File: config.mk
export PLATFORM = sky130hd
export DESIGN_NAME = convolutional_encoder_top_flat
export DESIGN_NICKNAME = d
export VERILOG_FILES = /design/src/rtl/cenc_pkg.sv /design/src/rtl/cenc_if.sv /design/src/rtl/cenc_regs.sv /design/src/rtl/cenc_front.sv /design/src/rtl/cenc_fifo.sv /design/src/rtl/cenc_back.sv /design/src/rtl/convolutional_encoder_top.sv /design/src/flat_wrapper.sv
export VERILOG_INCLUDE_DIRS = /design/src /design/src/rtl
export SDC_FILE = /design/constraint.sdc
export NUM_CORES = 1
export LEC_CHECK = 0
export BUFFER_PORTS_ARGS = -buffer_cell sky130_fd_sc_hd__buf_2
export CAP_MARGIN = 5
export CELL_PAD_IN_SITES_DETAIL_PLACEMENT = 2
export CELL_PAD_IN_SITES_GLOBAL_PLACEMENT = 2
export CORE_MARGIN = 4
export CORE_UTILIZATION = 25
export DETAILED_ROUTE_END_ITERATION = 10
export PLACE_DENSITY_LB_ADDON = 0.1
export SLEW_MARGIN = 20
export SYNTH_ARGS = -nofsm -noshare
export SYNTH_HDL_FRONTEND = slang
export SYNTH_SLANG_ARGS = --single-unit
File: constraint.sdc
create_clock -name clk_i -period 6.91 [get_ports clk_i]
set_input_delay 0.3455 -clock clk_i [delete_from_list [all_inputs] [get_ports clk_i]]
set_output_delay 0.3455 -clock clk_i [all_outputs]
set_load 0.005 [all_outputs]
File: src/rtl/convolutional_encoder_top_macros.svh
`ifndef CONVOLUTIONAL_ENCODER_TOP_MACROS_SVH
`define CONVOLUTIONAL_ENCODER_TOP_MACROS_SVH

// same-cycle check, sampled on clk_i, off while rst_ni is low
`define CENC_ASSERT(lbl, ante, cons) \
  lbl: assert property (@(posedge clk_i) disable iff (!rst_ni) (ante) |-> (cons)) \
    else $error("cenc check failed");

// next-cycle check, sampled on clk_i, off while rst_ni is low
`define CENC_ASSERT_NEXT(lbl, ante, cons) \
  lbl: assert property (@(posedge clk_i) disable iff (!rst_ni) (ante) |=> (cons)) \
    else $error("cenc next-cycle check failed");

`endif

File: src/rtl/cenc_pkg.sv
package cenc_pkg;

  // code shape
  localparam int MaxGenerators = 5;
  localparam int MaxConstraint = 9;
  localparam int StateW        = MaxConstraint - 1;
  localparam int GenW          = MaxConstraint;
  localparam int CodeW         = MaxGenerators;
  localparam int KW            = 4;
  localparam int NW            = 3;
  localparam int CntW          = 4;

  // register port
  localparam int CfgIdxW  = 3;
  localparam int CfgDataW = 9;

  // reset values
  localparam logic [KW-1:0]   KReset    = 4'd7;
  localparam logic [NW-1:0]   NReset    = 3'd2;
  localparam logic [GenW-1:0] Gen0Reset = 9'o171;
  localparam logic [GenW-1:0] Gen1Reset = 9'o133;

  // command queue
  localparam int QDepth = 2;
  localparam int QPtrW  = 1;
  localparam int QCntW  = 2;

  typedef enum logic [CfgIdxW-1:0] {
    RegK    = 3'd0,
    RegN    = 3'd1,
    RegGen0 = 3'd2,
    RegGen1 = 3'd3,
    RegGen2 = 3'd4,
    RegGen3 = 3'd5,
    RegGen4 = 3'd6
  } reg_idx_e;

  typedef enum logic {
    OpEncode = 1'b0,
    OpFlush  = 1'b1
  } op_e;

  // effective configuration, already clamped
  typedef struct packed {
    logic [KW-1:0]                       k;
    logic [NW-1:0]                       n;
    logic [MaxGenerators-1:0][GenW-1:0]  gen;
  } cfg_t;

  typedef struct packed {
    op_e             op;
    logic            data_bit;
    logic [CntW-1:0] count;
  } q_entry_t;

  typedef struct packed {
    logic     push;
    q_entry_t entry;
  } push_t;

  typedef struct packed {
    logic full;
    logic empty;
  } q_stat_t;

  typedef struct packed {
    logic fire;
    logic pop;
  } back_stat_t;

endpackage

File: src/rtl/cenc_if.sv
interface cenc_in_if;
  logic valid;
  logic ready;
  logic func;
  logic data_bit;

  modport source (output valid, output func, output data_bit, input ready);
  modport sink   (input valid, input func, input data_bit, output ready);
endinterface

interface cenc_out_if;
  import cenc_pkg::*;
  logic             valid;
  logic             ready;
  logic [CodeW-1:0] code_bits;
  logic             last;

  modport source (output valid, output code_bits, output last, input ready);
  modport sink   (input valid, input code_bits, input last, output ready);
endinterface

interface cenc_cfg_if;
  import cenc_pkg::*;
  logic                valid;
  logic                ready;
  logic [CfgIdxW-1:0]  index;
  logic [CfgDataW-1:0] data;

  modport source (output valid, output index, output data, input ready);
  modport sink   (input valid, input index, input data, output ready);
endinterface

File: src/rtl/cenc_regs.sv
module cenc_regs (
  input  logic          clk_i,
  input  logic          rst_ni,
  cenc_cfg_if.sink      cfg_i,
  output cenc_pkg::cfg_t cfg_o
);
  import cenc_pkg::*;

  logic [KW-1:0]                      k_q;
  logic [NW-1:0]                      n_q;
  logic [MaxGenerators-1:0][GenW-1:0] gen_q;

  assign cfg_i.ready = 1'b1;

  // register writes, unknown indexes dropped
  always_ff @(posedge clk_i or negedge rst_ni) begin
    if (!rst_ni) begin
      k_q    <= KReset;
      n_q    <= NReset;
      gen_q  <= {GenW'(0), GenW'(0), GenW'(0), Gen1Reset, Gen0Reset};
    end else if (cfg_i.valid) begin
      unique case (cfg_i.index)
        RegK:    k_q      <= cfg_i.data[KW-1:0];
        RegN:    n_q      <= cfg_i.data[NW-1:0];
        RegGen0: gen_q[0] <= cfg_i.data[GenW-1:0];
        RegGen1: gen_q[1] <= cfg_i.data[GenW-1:0];
        RegGen2: gen_q[2] <= cfg_i.data[GenW-1:0];
        RegGen3: gen_q[3] <= cfg_i.data[GenW-1:0];
        RegGen4: gen_q[4] <= cfg_i.data[GenW-1:0];
        default: ;
      endcase
    end
  end

  // clamp k and n into their working ranges
  always_comb begin
    cfg_o.gen = gen_q;
    if (k_q < KW'(2))                  cfg_o.k = KW'(2);
    else if (k_q > KW'(MaxConstraint)) cfg_o.k = KW'(MaxConstraint);
    else                               cfg_o.k = k_q;
    if (n_q == '0)                     cfg_o.n = NW'(1);
    else if (n_q > NW'(MaxGenerators)) cfg_o.n = NW'(MaxGenerators);
    else                               cfg_o.n = n_q;
  end

endmodule

File: src/rtl/cenc_front.sv
module cenc_front (
  cenc_in_if.sink         in_i,
  input  cenc_pkg::cfg_t  cfg_i,
  input  cenc_pkg::q_stat_t q_stat_i,
  output cenc_pkg::push_t push_o
);
  import cenc_pkg::*;

  assign in_i.ready = !q_stat_i.full;

  // classify the item and work out how many groups it produces
  always_comb begin
    push_o.push           = in_i.valid && !q_stat_i.full;
    push_o.entry.data_bit = in_i.data_bit;
    if (in_i.func) begin
      push_o.entry.op    = OpFlush;
      push_o.entry.count = CntW'(cfg_i.k - KW'(1));
    end else begin
      push_o.entry.op    = OpEncode;
      push_o.entry.count = CntW'(1);
    end
  end

endmodule

File: src/rtl/cenc_fifo.sv
module cenc_fifo (
  input  logic                  clk_i,
  input  logic                  rst_ni,
  input  cenc_pkg::push_t       push_i,
  input  logic                  pop_i,
  output cenc_pkg::q_entry_t    head_o,
  output cenc_pkg::q_stat_t     stat_o
);
  import cenc_pkg::*;

  q_entry_t         mem_q [QDepth];
  logic [QPtrW-1:0] wr_ptr_q, wr_ptr_d;
  logic [QPtrW-1:0] rd_ptr_q, rd_ptr_d;
  logic [QCntW-1:0] cnt_q, cnt_d;
  logic             do_pop;

  assign stat_o.full  = (cnt_q == QCntW'(QDepth));
  assign stat_o.empty = (cnt_q == '0);
  assign head_o       = mem_q[rd_ptr_q];
  assign do_pop       = pop_i && !stat_o.empty;

  // pointer and fill count update
  always_comb begin
    wr_ptr_d = push_i.push ? wr_ptr_q + QPtrW'(1) : wr_ptr_q;
    rd_ptr_d = do_pop ? rd_ptr_q + QPtrW'(1) : rd_ptr_q;
    cnt_d    = cnt_q;
    if (push_i.push && !do_pop)      cnt_d = cnt_q + QCntW'(1);
    else if (!push_i.push && do_pop) cnt_d = cnt_q - QCntW'(1);
  end

  always_ff @(posedge clk_i or negedge rst_ni) begin
    if (!rst_ni) begin
      wr_ptr_q <= '0;
      rd_ptr_q <= '0;
      cnt_q    <= '0;
    end else begin
      wr_ptr_q <= wr_ptr_d;
      rd_ptr_q <= rd_ptr_d;
      cnt_q    <= cnt_d;
    end
  end

  // entry storage
  always_ff @(posedge clk_i) begin
    if (push_i.push) begin
      mem_q[wr_ptr_q] <= push_i.entry;
    end
  end

endmodule

File: src/rtl/cenc_back.sv
module cenc_back (
  input  logic                 clk_i,
  input  logic                 rst_ni,
  input  cenc_pkg::cfg_t       cfg_i,
  input  cenc_pkg::q_entry_t   head_i,
  input  cenc_pkg::q_stat_t    q_stat_i,
  output cenc_pkg::back_stat_t stat_o,
  cenc_out_if.source           out_o
);
  import cenc_pkg::*;

  logic [StateW-1:0]        state_q, state_d;
  logic [CntW-1:0]          cnt_q, cnt_d;
  logic                     out_valid_q, out_valid_d;
  logic [CodeW-1:0]         code_q, code_d;
  logic                     last_q, last_d;
  logic                     advance;
  logic                     is_last;
  logic                     cur_bit;
  logic [KW-1:0]            km1, km2;
  logic [MaxConstraint-1:0] state_ext;
  logic [MaxConstraint-1:0] word;
  logic [StateW-1:0]        shifted_state;

  assign out_o.valid     = out_valid_q;
  assign out_o.code_bits = code_q;
  assign out_o.last      = last_q;

  // handshake with the queue and the output register
  assign advance     = !out_valid_q || out_o.ready;
  assign stat_o.fire = advance && !q_stat_i.empty;
  assign is_last     = (head_i.op == OpEncode) || ((cnt_q + CntW'(1)) == head_i.count);
  assign stat_o.pop  = stat_o.fire && is_last;

  // register word and shifted state
  always_comb begin
    cur_bit   = (head_i.op == OpEncode) ? head_i.data_bit : 1'b0;
    km1       = cfg_i.k - KW'(1);
    km2       = cfg_i.k - KW'(2);
    state_ext = {1'b0, state_q};
    for (int i = 0; i < MaxConstraint; i++) begin
      if (KW'(i) == km1)     word[i] = cur_bit;
      else if (KW'(i) < km1) word[i] = state_ext[i];
      else                   word[i] = 1'b0;
    end
    for (int i = 0; i < StateW; i++) begin
      if (KW'(i) == km2)     shifted_state[i] = cur_bit;
      else if (KW'(i) < km2) shifted_state[i] = state_ext[i+1];
      else                   shifted_state[i] = 1'b0;
    end
  end

  // one parity tree per generator
  always_comb begin
    code_d = '0;
    for (int j = 0; j < MaxGenerators; j++) begin
      if (NW'(j) < cfg_i.n) code_d[j] = ^(word & cfg_i.gen[j]);
    end
  end

  // next values of control state
  always_comb begin
    state_d     = state_q;
    cnt_d       = cnt_q;
    out_valid_d = out_valid_q;
    last_d      = is_last;
    if (stat_o.fire) begin
      state_d     = shifted_state;
      cnt_d       = is_last ? '0 : cnt_q + CntW'(1);
      out_valid_d = 1'b1;
    end else if (out_o.ready) begin
      out_valid_d = 1'b0;
    end
  end

  always_ff @(posedge clk_i or negedge rst_ni) begin
    if (!rst_ni) begin
      state_q     <= '0;
      cnt_q       <= '0;
      out_valid_q <= 1'b0;
    end else begin
      state_q     <= state_d;
      cnt_q       <= cnt_d;
      out_valid_q <= out_valid_d;
    end
  end

  // result payload
  always_ff @(posedge clk_i) begin
    if (stat_o.fire) begin
      code_q <= code_d;
      last_q <= last_d;
    end
  end

endmodule

File: src/rtl/convolutional_encoder_top.sv
// convolutional encoder, rate 1/n, K from 2 to 9, up to five generators
// an item goes through the command queue, then its groups through the output register
// throughput: one encode item per cycle unless out_o stalls; a flush takes K-1 groups
// the two-entry command queue lets input items arrive while a flush drains
// reset: K = 7, two generators 171/133 octal, shift state zero, queue and output empty
`include "convolutional_encoder_top_macros.svh"

module convolutional_encoder_top (
  input  logic       clk_i,
  input  logic       rst_ni,
  cenc_in_if.sink    in_i,
  cenc_out_if.source out_o,
  cenc_cfg_if.sink   cfg_i
);
  import cenc_pkg::*;

  cfg_t       cfg;
  push_t      push;
  q_entry_t   head;
  q_stat_t    q_stat;
  back_stat_t back_stat;

  // configuration registers
  cenc_regs u_regs (
    .clk_i  (clk_i),
    .rst_ni (rst_ni),
    .cfg_i  (cfg_i),
    .cfg_o  (cfg)
  );

  // item intake and classification
  cenc_front u_front (
    .in_i     (in_i),
    .cfg_i    (cfg),
    .q_stat_i (q_stat),
    .push_o   (push)
  );

  // command queue
  cenc_fifo u_fifo (
    .clk_i  (clk_i),
    .rst_ni (rst_ni),
    .push_i (push),
    .pop_i  (back_stat.pop),
    .head_o (head),
    .stat_o (q_stat)
  );

  // encoder core and output register
  cenc_back u_back (
    .clk_i    (clk_i),
    .rst_ni   (rst_ni),
    .cfg_i    (cfg),
    .head_i   (head),
    .q_stat_i (q_stat),
    .stat_o   (back_stat),
    .out_o    (out_o)
  );

  // checks
  `CENC_ASSERT(a_q_stat_sane, 1'b1, !(q_stat.full && q_stat.empty))
  `CENC_ASSERT(a_unused_bits_zero, out_o.valid, (out_o.code_bits >> cfg.n) == '0)
  `CENC_ASSERT_NEXT(a_flush_keeps_entry, back_stat.fire && !back_stat.pop, !q_stat.empty)

endmodule
File: src/flat_wrapper.sv
// flat-port wrapper written by rule: the top's interface ports become plain ports
module convolutional_encoder_top_flat import cenc_pkg::*;
  (clk_i, rst_ni, in_i_valid, in_i_func, in_i_data_bit, in_i_ready, out_o_valid, out_o_code_bits, out_o_last, out_o_ready, cfg_i_valid, cfg_i_index, cfg_i_data, cfg_i_ready);
  cenc_in_if in_i_i ();
  cenc_out_if out_o_i ();
  cenc_cfg_if cfg_i_i ();
  input  logic clk_i;
  input  logic rst_ni;
  input wire logic [$bits(in_i_i.valid)-1:0] in_i_valid;
  input wire logic [$bits(in_i_i.func)-1:0] in_i_func;
  input wire logic [$bits(in_i_i.data_bit)-1:0] in_i_data_bit;
  output wire logic [$bits(in_i_i.ready)-1:0] in_i_ready;
  output wire logic [$bits(out_o_i.valid)-1:0] out_o_valid;
  output wire logic [$bits(out_o_i.code_bits)-1:0] out_o_code_bits;
  output wire logic [$bits(out_o_i.last)-1:0] out_o_last;
  input wire logic [$bits(out_o_i.ready)-1:0] out_o_ready;
  input wire logic [$bits(cfg_i_i.valid)-1:0] cfg_i_valid;
  input wire logic [$bits(cfg_i_i.index)-1:0] cfg_i_index;
  input wire logic [$bits(cfg_i_i.data)-1:0] cfg_i_data;
  output wire logic [$bits(cfg_i_i.ready)-1:0] cfg_i_ready;
  assign in_i_i.valid = in_i_valid;
  assign in_i_i.func = in_i_func;
  assign in_i_i.data_bit = in_i_data_bit;
  assign in_i_ready = in_i_i.ready;
  assign out_o_valid = out_o_i.valid;
  assign out_o_code_bits = out_o_i.code_bits;
  assign out_o_last = out_o_i.last;
  assign out_o_i.ready = out_o_ready;
  assign cfg_i_i.valid = cfg_i_valid;
  assign cfg_i_i.index = cfg_i_index;
  assign cfg_i_i.data = cfg_i_data;
  assign cfg_i_ready = cfg_i_i.ready;
  convolutional_encoder_top u_core (.clk_i(clk_i), .rst_ni(rst_ni), .in_i(in_i_i), .out_o(out_o_i), .cfg_i(cfg_i_i));
endmodule
Word level (Yosys, flattened, before mapping)
Memories as Yosys holds them, arrays and structs flattened.
Index checks and enable logic that the tools add are counted.
{"block": "word_totals", "ff_bits": 75, "ram_bits": 12, "input_bits": 19, "wordCells": 157, "mem_count": 1}
{"block": "op_classes", "n_addsub": 7, "n_lt_le_gt_ge": 23, "eq_ne": 23, "n_mux": 46, "bitwise_logic": 6, "reduce_logical": 32}
{"memory": "u_core.u_fifo.mem_q", "words": 2, "width": 6, "rd": 1, "rd_ports_with_merged_regs": 0, "write_ports": 1, "line_no": "cenc_fifo.sv:11", "rtl": "q_entry_t mem_q [QDepth];"}
{"op": "bitwise AND 9 bit", "count": 5}
{"op": "parity 9 bit", "count": 5}
{"op": "two-way mux 1 bit", "count": 38}
{"op": "== test 3 x 4 -> 1 bit, first input constant", "count": 8}
{"op": "< comparator 3 x 4 -> 1 bit, first input constant", "count": 7}
{"op": "== test 2 x 4 -> 1 bit, first input constant", "count": 4}
{"op": "< comparator 1 x 4 -> 1 bit, first input constant", "count": 4}
{"op": "< comparator 2 x 4 -> 1 bit, first input constant", "count": 4}
{"op": "two-way mux 4 bit", "count": 4}
{"op": "AND reduction 2 bit", "count": 7}
{"op": "== test 3 bit, second input constant", "count": 3}
{"op": "== test 1 x 4 -> 1 bit, first input constant", "count": 2}
{"op": "logical NOT 4 bit", "count": 2}
{"op": "== test 3 x 2 -> 1 bit, second input constant", "count": 2}
{"op": "logical AND 1 bit", "count": 6}
{"op": "logical NOT 3 bit", "count": 2}
{"op": "< comparator 1 x 3 -> 1 bit, first input constant", "count": 2}
{"op": "< comparator 2 x 3 -> 1 bit, first input constant", "count": 2}
{"op": "two-way mux 3 bit", "count": 2}
{"op": "logical NOT 1 bit", "count": 5}
{"op": "adder 4 x 1 -> 4 bit, second input constant", "count": 1}
{"op": "== test 4 bit", "count": 1}
{"op": "== test 4 bit, first input constant", "count": 1}
{"op": "> comparator 4 bit, second input constant", "count": 1}
{"op": "other kinds (15)", "count": 19}

Depth between registers and ports, before layout
Gate-level depths: netlist of the first run.
{"block": "depth", "ltp_word": 9, "depth_mapped": 15, "ltp_nobuf": 13}

Modules after synthesis
Synthesis of the first run repeated with hierarchy kept, for this count alone.
{"block": "hier_totals", "cells_unflattened": 401, "hier_area_um2": 4897.2}
{"mod": "cenc_regs", "n_inst": 1, "cells_per_inst": 127, "area_per_inst_um2": 2175.8}
{"mod": "cenc_back", "n_inst": 1, "cells_per_inst": 225, "area_per_inst_um2": 2008.2}
{"mod": "cenc_fifo", "n_inst": 1, "cells_per_inst": 35, "area_per_inst_um2": 620.6}
{"mod": "cenc_front", "n_inst": 1, "cells_per_inst": 14, "area_per_inst_um2": 92.6}

Worst setup path after synthesis of the first run
No wires, ideal clock.
{"block": "synth_path", "path_type": "register -> register", "start": "register u_core.u_regs.k_q[2]", "end": "register u_core.u_back.code_q[3], in the netlist u_core.u_back.out_o.code_bits[3], data pin", "setup_ps": 255, "arrival_ps": 2865, "t_required_ps": 6655, "path_slack_ps": 3790, "path_stages_with_launch": 13, "n_path_buf": 1, "cell_sequence": "dfstp_2 a21o_1 ha_1 and2b_1 a211oi_4 buf_6 nand2_1 a21bo_2 nand2_2 xor2_1 xnor2_1 xnor3_1 and2_1"}
{"block": "synth_between", "elab_chain_len": 9, "elab_cells_between_ends": 41}
{"element": "from (decl)", "line_no": "cenc_regs.sv:9", "rtl": "logic [KW-1:0] k_q;"}
{"element": "from (signal assigned)", "line_no": "cenc_regs.sv:18", "rtl": "k_q <= KReset;"}
{"element": "from (signal assigned)", "line_no": "cenc_regs.sv:23", "rtl": "RegK: k_q <= cfg_i.data[KW-1:0];"}
{"element": "> comparator 4 bit", "line_no": "cenc_regs.sv:39", "rtl": "else if (k_q > KW'(MaxConstraint)) cfg_o.k = KW'(MaxConstraint);"}
{"element": "two-way mux 4 bit", "line_no": "cenc_regs.sv:39"}
{"element": "two-way mux 4 bit *", "line_no": "cenc_regs.sv:38", "rtl": "if (k_q < KW'(2)) cfg_o.k = KW'(2);"}
{"element": "subtractor 4 x 1 -> 4 bit *", "line_no": "cenc_back.sv:38", "rtl": "km1 = cfg_i.k - KW'(1);"}
{"element": "< comparator 1 x 4 -> 1 bit, or another cell as far along", "line_no": "cenc_back.sv:43", "rtl": "else if (KW'(i) < km1) word[i] = state_ext[i];"}
{"element": "two-way mux 1 bit", "line_no": "cenc_back.sv:43"}
{"element": "two-way mux 1 bit", "line_no": "cenc_back.sv:42", "rtl": "if (KW'(i) == km1) word[i] = cur_bit;"}
{"element": "bitwise AND 9 bit *", "line_no": "cenc_back.sv:57", "rtl": "if (NW'(j) < cfg_i.n) code_d[j] = ^(word & cfg_i.gen[j]);"}
{"element": "parity 9 bit *", "line_no": "cenc_back.sv:57"}
{"element": "to (signal assigned)", "line_no": "cenc_back.sv:91", "rtl": "code_q <= code_d;"}
{"element": "to (decl)", "line_no": "cenc_back.sv:15", "rtl": "logic [CodeW-1:0] code_q, code_d;"}
Mark *: on every way between the ends. The rest lies on a longest branch, timed or not.
A chain may end at the register's enable or synchronous reset.

Worst setup path in the final report of the first run
Same ends and word-level chain as after synthesis.

==> results.yml, run 1 <==
outcome:
  outcome: "finished clean"
clocking:
  cts-root-buf: "clkbuf_16"
  post_cts_buffers: 0
  clock_sinks: 87
  numCtsBuffers: 9
  cts_tree: "yes"
  clk_latency_ns: 0.35
  h-tree-depth: 3
  clk_pin_slew_worst_paths_ns: 0.07
  ctsResizeCount: 0
  cts_buffer_depth: 2
  cts_hold_buf: 0
sta:
  setup_violations: 0
  timing.slew.headroom_pct: 37.3
  tns_ns: 0
  worst_pin_slew_ns: 0.941
  rsz0062_at_grt: "false"
  finalHoldViolCount: 0
  slew_violations: 0
  clock_skew_ns: 0.00683
  fin_crit_ns: 4.11
  fin_ws_ns: 2.80
  finalCritPeriodShare_pct: 59.5
  max_freq_mhz: 243
logic_synthesis:
  synth_top_family_by_area: "multiplexers"
  synth_most_common_cell: "nand2_1"
  synthFlopType: "dfrtp_1"
  synthArstFlopShare_pct: 79.3
  yosys.area_share.simple_pct: 13.6
  ys_types: 56
  synthXorXnorAreaFrac_pct: 10.5
  synthesis.nets: 432
  synth_edf_count: 18
  synth_common_cells: "63 x nand2_1, 55 x dfrtp_1, 52 x mux2_2"
  ys_ff_latch: 87
  syn_area_per_cell_um2: 11.5
  yosysTopAreaCellShare_pct: 30.0
  seq_area_frac_synth_pct: 49.7
  synth_mux_area_share_pct: 14.2
  ys_top_cells_by_area: "dfrtp_1 30%, mux2_2 13%, edfxtp_1 12%, dfstp_2 8.0%, xnor2_1 6.1%"
  synthAdderAreaFrac_pct: 3.27
  synthCells: 401
  syn_area_um2: 4590
  ys_warn_count: 0
  synth-compound-area-share_pct: 6.56
  synth.largest_area_cell: "dfrtp_1"
die:
  io_pins: 28
  rows: 49
  die_w_um: 144
  core_area_um2: 18000
  die_h_um: 144
  dieArea_um2: 20600
  start_util_pct: 25.5
global_route:
  grt_pass1_vias: 3369
  grt_use_total_pct: 13.4
  antenna_found_initial: 0
  grt_overflow_total: 0
  grt_pass1_wl_um: 20500
  grt_max_degree: 70
final_layout:
  fin_nets: 461
  diodes: 0
  finalInstanceArea_um2: 5300
  syn2layout_area_growth_pct: 15.3
  instances_no_fill: 664
  drive_above_1_share_pct: 28.3
  fill_cells: 2003
drt:
  drt-initial-drc-count: 110
  first_pass_iters: 4
  wl_per_cell_um: 19.0
  ant_nets: 0
  wl_um: 12600
  dr_total_vias: 3045
  via_per_inst: 4.59
  drc: 0
placed_design:
  dpl_worst_slack_ns: 2.80
  place_area_um2: 4980
  gp_congestion: 0.705
  place_hpwl_um: 9190
  place_inst: 648
  buffer_ports.inserted: 26
critical_path:
  r2r_cells: 12
  cp_data_required_time_ns: 7.01
  worstPathArrival_ns: 4.21
  r2r_slack_ns: 2.80
  crit_path_start_kind: "flip-flop"
  r2r_start: "u_core.u_regs.k_q[2]$_DFFE_PN1P_"
  r2r-end: "u_core.u_back.out_o.code_bits[3]$_SDFFCE_PN0P_"
  worst-setup-path-type: "flip-flop to flip-flop"
  critPathMaxFanout: 11
  cp-end-kind: "flip-flop"
pwr:
  power_frac_comb_pct: 40.2
  clkPwrFrac_pct: 23.6
  peakVddDrop_uv: 162
  switching_share_pct: 35.9
  power_mw: 2.27
  power_density_nw_per_um2: 428
  power.leakage_nw: 2.16
  intPower_mw: 1.45
  switchingPower_mw: 0.813
  seq_power_share_pct: 36.2
run:
  drv_cap: 0
worst_hold_path:
  holdCritPathClass: "input port to asynchronous set/reset pin"
critical path: stages (launching register included):
cell and delay (ns):
dfstp_2 0.60, o22ai_1 0.09, nand2_1 0.32, inv_1 0.14, ha_1 0.32, xnor2_1 0.77
and2b_1 0.29, a32o_2 0.31, nand2_1 0.10, xor2_1 0.17, xnor2_1 0.17, xnor3_1 0.43
and2_1 0.16
stage by stage:
| stage | utilization, % | hold WS [ns] |
|---|---|---|
| final | 29.4 | 0.134 |
| after global routing | 29.4 | 0.180 |
| after CTS | 29.4 | 0.182 |
| after detailed placement | 27.6 | 0.484 |
| after global placement | 27.6 | 0.475 |
| after floorplan | - | 0.0499 |
cell type report:
class                           instances  area, um^2  area share [%]
Clock buffer                           10         229            4.32
Inverter                               10        37.5           0.709
Timing Repair Buffer                   29         155            2.93
Tap cell                              229         287            5.41
Sequential cell                        87        2280            43.1
Multi-Input combinational cell        293        2210            41.8
Clock inverter                          6        92.6            1.75
worst max-delay path by stage:
| stage | depth (start not counted) | to | startpoint |
|---|---|---|---|
| 3_3_place_gp | 12 | u_core.u_back.out_o.code_bits[3]$_SDFFCE_PN0P_ | u_core.u_regs.k_q[2]$_DFFE_PN1P_ |
| 5_1_grt | 12 | u_core.u_back.out_o.code_bits[3]$_SDFFCE_PN0P_ | u_core.u_regs.k_q[2]$_DFFE_PN1P_ |
| 3_5_place_dp | 12 | u_core.u_back.out_o.code_bits[3]$_SDFFCE_PN0P_ | u_core.u_regs.k_q[2]$_DFFE_PN1P_ |
| 4_1_cts | 12 | u_core.u_back.out_o.code_bits[3]$_SDFFCE_PN0P_ | u_core.u_regs.k_q[2]$_DFFE_PN1P_ |
| 2_1_floorplan | 12 | u_core.u_back.out_o.code_bits[3]$_SDFFCE_PN0P_ | u_core.u_regs.k_q[2]$_DFFE_PN1P_ |
| 6_report | 12 | u_core.u_back.out_o.code_bits[3]$_SDFFCE_PN0P_ | u_core.u_regs.k_q[2]$_DFFE_PN1P_ |
cells by family (layout without fill, tap and decap cells):
logic type	count (synthesis)	after routing
simple gates	132	132
flops	87	87
mux	58	58
xor+xnor	48	48
compound gates	42	42
buf+inv	21	55
fa+ha+maj	12	12
other cells	1	1
layout by cell type, fill, tap and decap left out, types with 4 or more instances in the layout:
| cell | count |
|---|---|
| nor2b_1 | 6 |
| inv_1 | 8 |
| xor2_1 | 11 |
| nor2_1 | 18 |
| xnor3_1 | 4 |
| ha_1 | 12 |
| nand2b_1 | 11 |
| nor3_1 | 4 |
| mux2_2 | 52 |
| dfrtp_1 | 55 |
| edfxtp_1 | 18 |
| clkbuf_16 | 9 |
| xnor2_1 | 32 |
| buf_2 | 25 |
| dfstp_2 | 14 |
| o21ai_0 | 16 |
| buf_4 | 4 |
| nand3_1 | 10 |
| mux2i_1 | 5 |
| nand2_1 | 63 |
state kept, by name, summed over array words and instances, names as in the netlist:
register and flops:
u_core.u_back.cnt_q 4, u_core.u_back.out_o.code_bits 5, u_core.u_back.out_o.last 1, u_core.u_back.out_o.valid 1, u_core.u_back.state_q 8, u_core.u_fifo.cnt_q 2, u_core.u_fifo.mem_q 12, u_core.u_fifo.rd_ptr_q 1
u_core.u_fifo.wr_ptr_q 1, u_core.u_regs.cfg_o 45, u_core.u_regs.k_q 4, u_core.u_regs.n_q 3
power groups by stage:
stage                     Sequential [mW]  Clock, mW  Combinational [mW]
after floorplan                     0.784          0               0.705
after global placement              0.829          0               0.912
after detailed placement            0.834          0               0.936
after CTS                           0.826      0.560               0.940
after global routing                0.845      0.582                1.03
final                               0.820      0.535               0.910
routing by layer:
metal / wire length [um] / up-vias / track usage [%]
met1: 6390 / 1559 / 19.0
met5: 0 / - / 0
met3: 339 / 10 / 3.26
met2: 5770 / 32 / 20.7
li1: - / 1444 / -
met4: 106 / 0 / 2.97
No activity file was read; power rests on OpenSTA's default activity.
==> inputs of run 2 (changes only) <==
==> constraint.sdc (replaced) <==
create_clock -name clk_i -period 3.75 [get_ports clk_i]
set_input_delay 0.1875 -clock clk_i [delete_from_list [all_inputs] [get_ports clk_i]]
set_output_delay 0.1875 -clock clk_i [all_outputs]
set_load 0.005 [all_outputs]
==> results.yml, run 2 (same netlist as run 1, synthesis figures left out) <==
clocking:
  cts-root-buf: "clkbuf_16"
  clk_latency_ns: 0.35
  cts_tree: "yes"
  h-tree-depth: 3
  post_cts_buffers: 0
  clock_sinks: 87
  ctsResizeCount: 0
  cts_hold_buf: 0
  clk_pin_slew_worst_paths_ns: 0.07
  cts_buffer_depth: 2
  numCtsBuffers: 9
global_route:
  busiest_layer: "met2"
  met2_usage_pct: 20.0
  grt_max_degree: 70
  grt_overflow_total: 0
  antenna_found_initial: 0
  grt_pass1_vias: 3449
  use_met1_pct: 19.0
  grt_pass1_wl_um: 20300
  grt_use_total_pct: 13.3
  grtUsageMet3_pct: 3.33
final_layout:
  syn2layout_area_growth_pct: 15.8
  fin_nets: 469
  fill_cells: 1974
  regArea_um2: 2280
  multi_input_comb_area_um2: 2210
  layout_common_cells: "63 x nand2_1, 55 x dfrtp_1, 52 x mux2_2, 32 x xnor2_1, 25 x buf_2"
  largest_reg_flops: 45
  drive_above_1_share_pct: 28.9
  diodes: 0
  finalInstanceArea_um2: 5320
  final_common_cell: "nand2_1"
sta:
  fin_crit_ns: 3.47
  slew_violations: 0
  setup_violations: 0
  max_freq_mhz: 289
  clock_skew_ns: 0.00960
  finalHoldViolCount: 16
  finalCritPeriodShare_pct: 92.4
  rsz0062_at_grt: "false"
  worst_hold_slack_ns: -0.0255
  worst_pin_slew_ns: 0.969
  tns_ns: 0
  timing.slew.headroom_pct: 35.4
pwr:
  peakVddDrop_uv: 256
  power.leakage_nw: 2.19
  power_density_nw_per_um2: 775
critical_path:
  r2r_slack_ns: 0.28
  cp-end-kind: "flip-flop"
  worstPathArrival_ns: 3.58
  cp_data_required_time_ns: 3.86
  crit_path_start_kind: "flip-flop"
  worst-setup-path-type: "flip-flop to flip-flop"
  critPathMaxFanout: 12
drt:
  ant_nets: 0
  wl_per_cell_um: 18.9
  first_pass_iters: 4
  via_per_inst: 4.61
  drc: 0
  wl_um: 12700
  drt-initial-drc-count: 76
  dr_total_vias: 3099
placed_design:
  place_area_um2: 5040
  buffer_ports.inserted: 26
  gp_congestion: 0.736
  place_hpwl_um: 9360
die:
  die_w_um: 144
  core_area_um2: 18000
  io_pins: 28
  start_util_pct: 25.5
  die_h_um: 144
  dieArea_um2: 20600
  rows: 49
worst_hold_path:
  holdCritPathClass: "input port to asynchronous set/reset pin"
outcome:
  outcome: "finished, violations left"
  violations: "hold timing"
run:
  drv_cap: 0
==> run 2: final timing paths <==
path | from | end | cells after the start
hold / removal | rst_ni | u_core.u_back.state_q[6]$_DFFE_PN0P_ | 1
hold reg to reg | u_core.u_fifo.wr_ptr_q$_DFFE_PN0P_ | u_core.u_fifo.wr_ptr_q$_DFFE_PN0P_ | 1
setup / recovery | u_core.u_regs.k_q[1]$_DFFE_PN1P_ | u_core.u_back.out_o.code_bits[3]$_SDFFCE_PN0P_ | 12
max in group asynchronous | rst_ni | u_core.u_regs.cfg_o[38]$_DFFE_PN0P_ | 1
setup reg to reg | u_core.u_regs.k_q[1]$_DFFE_PN1P_ | u_core.u_back.out_o.code_bits[3]$_SDFFCE_PN0P_ | 12
min in group clk_i | in_i_data_bit | u_core.u_fifo.mem_q[1][4]$_DFFE_PP_ | 1
==> run 2: report_power, final <==
part           internal [mW]  total [mW]  switching (mW)
registers               1.31        1.52           0.208
logic                  0.818        1.71           0.892
clock network          0.518       0.894           0.376
total                   2.65        4.12            1.48
==> run 2: area by class of cell <==
type / instances / share of cell area [%]
clock inverters: 3 / 0.823
repair buffers: 37 / 4.05
inverters: 10 / 0.706
flip-flops and latches: 87 / 42.9
multi-input cells: 293 / 41.6
clock buffers: 13 / 4.52
well taps: 229 / 5.39
==> run 2: per-stage QoR <==
step	util (%)	setup WS (ns)	hold slack (ns)	std cells	power [mW]
after global routing	29.5	0.0212	0.0137	672	4.46
final	29.5	0.284	-0.0255	672	4.12
after CTS	29.5	0.241	0.0206	672	4.22
after floorplan	-	0.630	-0.108	401	2.74
after global placement	27.9	0.393	0.386	656	3.25
after detailed placement	27.9	0.250	0.391	656	3.29
==> run 2: routing by layer <==
layer | wire [um] | part of all wire, %
met5 | 0 | 0
met4 | 142 | 1.1
met3 | 319 | 2.5
met2 | 5670 | 45
met1 | 6590 | 52
==> run 2: worst max-delay path: stages (launching register included) <==
cell      delay (ns)
dfstp_2         0.56
inv_1           0.07
a21o_1          0.19
ha_1            0.23
nor2b_2         0.20
a211oi_4        0.52
and2b_1         0.23
a32o_2          0.24
nand2_1         0.09
xor2_1          0.18
xnor2_1         0.15
xnor3_1         0.39
and2_1          0.16
